## src/hdl/hlbc_row_mem.sv

```systemverilog
// Bucket row memory: one row per bucket, registered read.
`timescale 1ns / 1ps
module hlbc_row_mem #(
  parameter int DEPTH = 16,
  parameter int WIDTH = 8
) (
  input  logic                      clk,
  input  logic                      wr_en,
  input  logic [$clog2(DEPTH)-1:0]  wr_addr,
  input  logic [WIDTH-1:0]          wr_data,
  input  logic [$clog2(DEPTH)-1:0]  rd_addr,
  output logic [WIDTH-1:0]          rd_data
);
  logic [WIDTH-1:0] mem [DEPTH];

  always_ff @(posedge clk) begin
    if (wr_en) begin
      mem[wr_addr] <= wr_data;
    end
    rd_data <= mem[rd_addr];
  end
endmodule

```

## config.mk

```make
export PLATFORM = sky130hd
export DESIGN_NAME = hlbc_row_mem
export DESIGN_NICKNAME = d
export VERILOG_FILES = /design/src/hdl/hlbc_row_mem.sv
export SDC_FILE = /design/constraint.sdc
export NUM_CORES = 1
export LEC_CHECK = 0
export BUFFER_PORTS_ARGS = -buffer_cell sky130_fd_sc_hd__buf_2
export CAP_MARGIN = 20
export CORE_ASPECT_RATIO = 1.75
export CORE_MARGIN = 3
export CORE_UTILIZATION = 39
export DETAILED_ROUTE_END_ITERATION = 10
export MAX_ROUTING_LAYER = met4
export SLEW_MARGIN = 15
export SYNTH_ARGS = -nofsm -noshare
export SYNTH_HDL_FRONTEND = slang
export SYNTH_SLANG_ARGS = --single-unit
export TNS_END_PERCENT = 5
```

## constraint.sdc

```tcl
create_clock -name clk -period 2.4 [get_ports clk]
set_clock_uncertainty 0.05 [all_clocks]
set_input_delay 0.36 -clock clk [delete_from_list [all_inputs] [get_ports clk]]
set_output_delay 0.36 -clock clk [all_outputs]
set_load 0.02 [all_outputs]
```

**Word level (Yosys, flattened, before mapping)**

Memories as Yosys holds them, arrays and structs flattened. A register that Yosys moved wholly into a read port is not among the register bits.
Cells that the tools add are included.
W data, S select, Z words.

- Mux-type cells: 2

Operators by type and width:

| operator | number |
|---|---|
| $mux W1 | 2 |

- Word-level logic and storage cells: 3
- Input port bits: 18
- Memories: 1
- RAM bits: 128
- Output and inout bits: 8
- Register bits after elaboration: 0

Memory list:

| name | words | bits a word | read ports | clocked after Yosys merged registers in | wr ports | RTL line | RTL |
|---|---|---|---|---|---|---|---|
| mem | 16 | 8 | 1 | 1 | 1 | 14 | `logic [WIDTH-1:0] mem [DEPTH];` |

**Logic depth before layout (Yosys ltp)**

- Word-level depth: 2
- Depth in mapped cells: 5
- Gate-level depth less buffers: 3

**Worst setup path before layout**

Ideal clock, no wire load.

- Path kind: input to register
- Start point: in wr_addr[2]
- End point: mem mem[0][0] (enable)
- Stages: 2
- Path buffers: 0
- Arrival: 1470 ps
- Required time: 1967 ps
- Slack: 497 ps
- Library setup time: 383 ps
- Path through: or3b_2 nor3_1

RTL lines:

| element | RTL line | RTL |
|---|---|---|
| from (decl) | 9 | `input logic [$clog2(DEPTH)-1:0] wr_addr,` |
| to (decl) | 14 |  |

Straight into the memory's write port.

==> results.txt <==
----------------------------------------------------
[Die]
  Die Span X ... 92.85 um
  Number of core rows ... 54
  Area of the die ... 14,670 um^2
  Die extent in y ... 158.0 um
  Std-Cell Core Area ... 12,700 um^2
  Number of top-level pins ... 26
  Initial Util ... 40.52%

[Clock network]
  Clock-pin slew on the worst setup and hold paths ... 0.06 ns
  Sink Count ... 136
  TritonCTS clock tree ... yes
  Post_cts resized ... 0
  Root buffer selected by CTS ... clkbuf_16
  Hold Buf Count CTS ... 0
  Clock latency on the worst-skew pair ... 0.41 ns
  Inserted Clock Buffers ... 17
  Number of buffers between clock root and the deepest sink ... 2
  Count of H-tree levels built during CTS ... 4
  Setup Fix Bufs, Post-CTS ... 0

[Worst setup path]
  Critical path destination ... rd_data[0]
  Required time of the critical path ... 2.63 ns
  R2r setup slk ... 1.02 ns
  Crit path buffers/inverters ... 2
  Critical path start-end classification ... input port to flip-flop
  Delay-heaviest family, CP ... multiplexers
  Ordered list of cells on the worst path ... buf_2 -> buf_12 -> mux4_1 -> a22oi_1 -> nand2_1
  CP Depth ... 5
  R2r worst-path depth ... 3
  Worst setup path start ... rd_addr[0]
  Largest driver fanout on the critical path ... 32
  End of the worst register-to-register path ... rd_data[0]
  Critical path startpoint category ... input port
  Maximum single-stage delay on the critical path ... 0.60 ns
  Critical Path Sink Type ... flip-flop
  Startpoint of the most critical register-to-register path ... mem[1][0]
  Critical path data arrival time ... 1.67 ns
  Slowest library cell on the worst path ... mux4_1

[Finish]
  Share of final-layout standard cells stronger than drive strength 1 ... 31.86%
  Commonest cells after routing, fill and taps aside ... edfxtp_1 (128), buf_2 (25), mux4_2 (18)
  Final cell area excluding filler cells ... 6147 um^2
  Most common cell after layout, fill and taps aside ... edfxtp_1
  Final Util ... 48.39%
  Final Instance Count excl. Fillers ... 463
  Final nets ... 300
  Total inserted antenna cells ... 0
  Layout Area Growth over Synthesis ... 19.42%

[Placed design]
  Cell count after placement ... 431
  Routability Congestion ... 0.7525
  Port buffer count ... 25
  Total half-perimeter wirelength after legalization and detailed placement ... 6693 um
  Placed cell area ... 5564 um^2

[Worst hold path]
  Type of the worst min-delay path ... input port to flip-flop

[Yosys]
  Net Count, Synth ... 247
  Unique cell type count in the Yosys netlist ... 19
  Share of the yosys chip area belonging to registers ... 77.78%
  Number of warnings issued by yosys ... 0
  Biggest area contributors in the synthesized netlist ... edfxtp_1 (75%), mux4_2 (7.9%), mux4_1 (7.1%), dfxtp_1 (3.1%), a22oi_1 (2.3%)
  Synthesized instance count ... 229
  Syn Area/Cell ... 22.48 um^2
  Biggest area consumer among synthesized cells ... edfxtp_1
  Cell Area, Synth ... 5147 um^2
  Share of Yosys cell area claimed by the top area cell type ... 74.67%
  Register bit count reported by yosys ... 136

[STA]
  Final critical delay including setup and external delays ... 1.442 ns
  Fin Setup TNS ... 0 ns
  Fmax ... 693.4 MHz
  Final-report setup violation count ... 0
  Setup repair after global routing missed its margin ... no
  Worst hold slack across all endpoints ... 0.2759 ns
  Relative slew slack ... 48.83%
  Final hold violations ... 0
  Max-slew violations ... 0
  Actual transition at the worst max-transition pin ... 0.7647 ns
  Fin crit share ... 60.09%

[Drt]
  DRC ... 0
  Vias post-DR ... 2,421
  Final routed wirelength across all metal layers ... 9795 um
  First-pass iteration count of the detailed router ... 4
  Via count normalized by instance count ... 5.229
  Final antenna-violating net count ... 0
  Wirelength per Cell ... 21.16 um
  Detailed router's first-iteration violation count ... 197

[Power]
  Peak VDD IR ... 461.1 uV
  Pwr Density ... 880.6 nW/um^2
  Static Leakage ... 0.002078 uW

[GRT]
  Vias in the first global route ... 2,597
  Aggregate global-route resource usage ... 15.02%
  Global route total overflow ... 0
  Antenna violations before repair ... 0
  Pin count of the biggest net entering global routing ... 33
  Wire length of the first global-routing pass ... 15,080 um

[Job]
  Max-Cap Viols ... 0

[Outcome]
  Status ... finished, final reports clean

----------------------------------------------------
[flip-flops by register name (all words and copies together), names as in the netlist]
register and flops:
mem 128, rd_data 8
[power breakdown]
part | internal [uW] | switching (uW) | leakage, uW
Sequential | 2660 | 12.5 | 0.00122
Combinational | 106 | 155 | 0.000581
Clock | 1570 | 909 | 0.000274
Total | 4340 | 1080 | 0.00208
[worst min-delay path by stage]
| stage | start | end | slack, ns | depth (start not counted) |
|---|---|---|---|---|
| after detailed placement | mem[11][3] | rd_data[3] | 0.62 | 3 |
| after global placement | mem[8][2] | rd_data[2] | 0.61 | 3 |
| after floorplan | wr_data[0] | mem[0][0] | 0.41 | 0 |
| after global routing | wr_data[0] | mem[5][0] | 0.28 | 1 |
| after CTS | wr_data[0] | mem[5][0] | 0.27 | 1 |
| final | wr_data[5] | mem[7][5] | 0.28 | 1 |
[kinds of logic after synthesis]
family                 synth area share (%)
flip-flops                            77.78
AND/OR/NAND/NOR                       3.184
multiplexers                          15.02
AO/OA/AOI/OAI                         2.334
buffers and inverters                 1.677
[routing by layer]
metal  global-route usage, %  vias to the layer above  routed length, um
met2                   26.37                       58               5580
met1                   15.99                     1274               3729
met5                       -                        -                  0
met4                   6.429                        0                195
li1                        -                     1075                  -
met3                   3.757                       14                289
[metrics by stage]
step | total power [uW] | setup slack, ns
after global placement | 2979 | 0.5286
after global routing | 5601 | 0.8727
after detailed placement | 2987 | 0.5169
after CTS | 5468 | 0.9488
final | 5413 | 0.9579
after floorplan | 2870 | 0.4971
[Yosys cell counts]
master             n
mux4_1            14
buf_6              3
dfxtp_1            8
nor2_1            13
buf_4              1
and2_1             1
mux4_2            18
nand2_1            9
nor3_1             4
edfxtp_1         128
nand2b_1           2
buf_2              3
a22oi_1           16
nand3b_1           2
and2b_1            1
clkdlybuf4s25_2    3
or3b_2             1
nor2b_1            1
nand3_1            1
[cell type report]
class / instances / area (um^2)
well taps: 168 / 210.2
multi-input cells: 83 / 1057
clock buffers: 20 / 456.7
repair buffers: 44 / 292.8
fillers: 1113 / 6555
clock inverters: 12 / 126.4
flip-flops and latches: 136 / 4004
(Power assumes the default switching activity.)
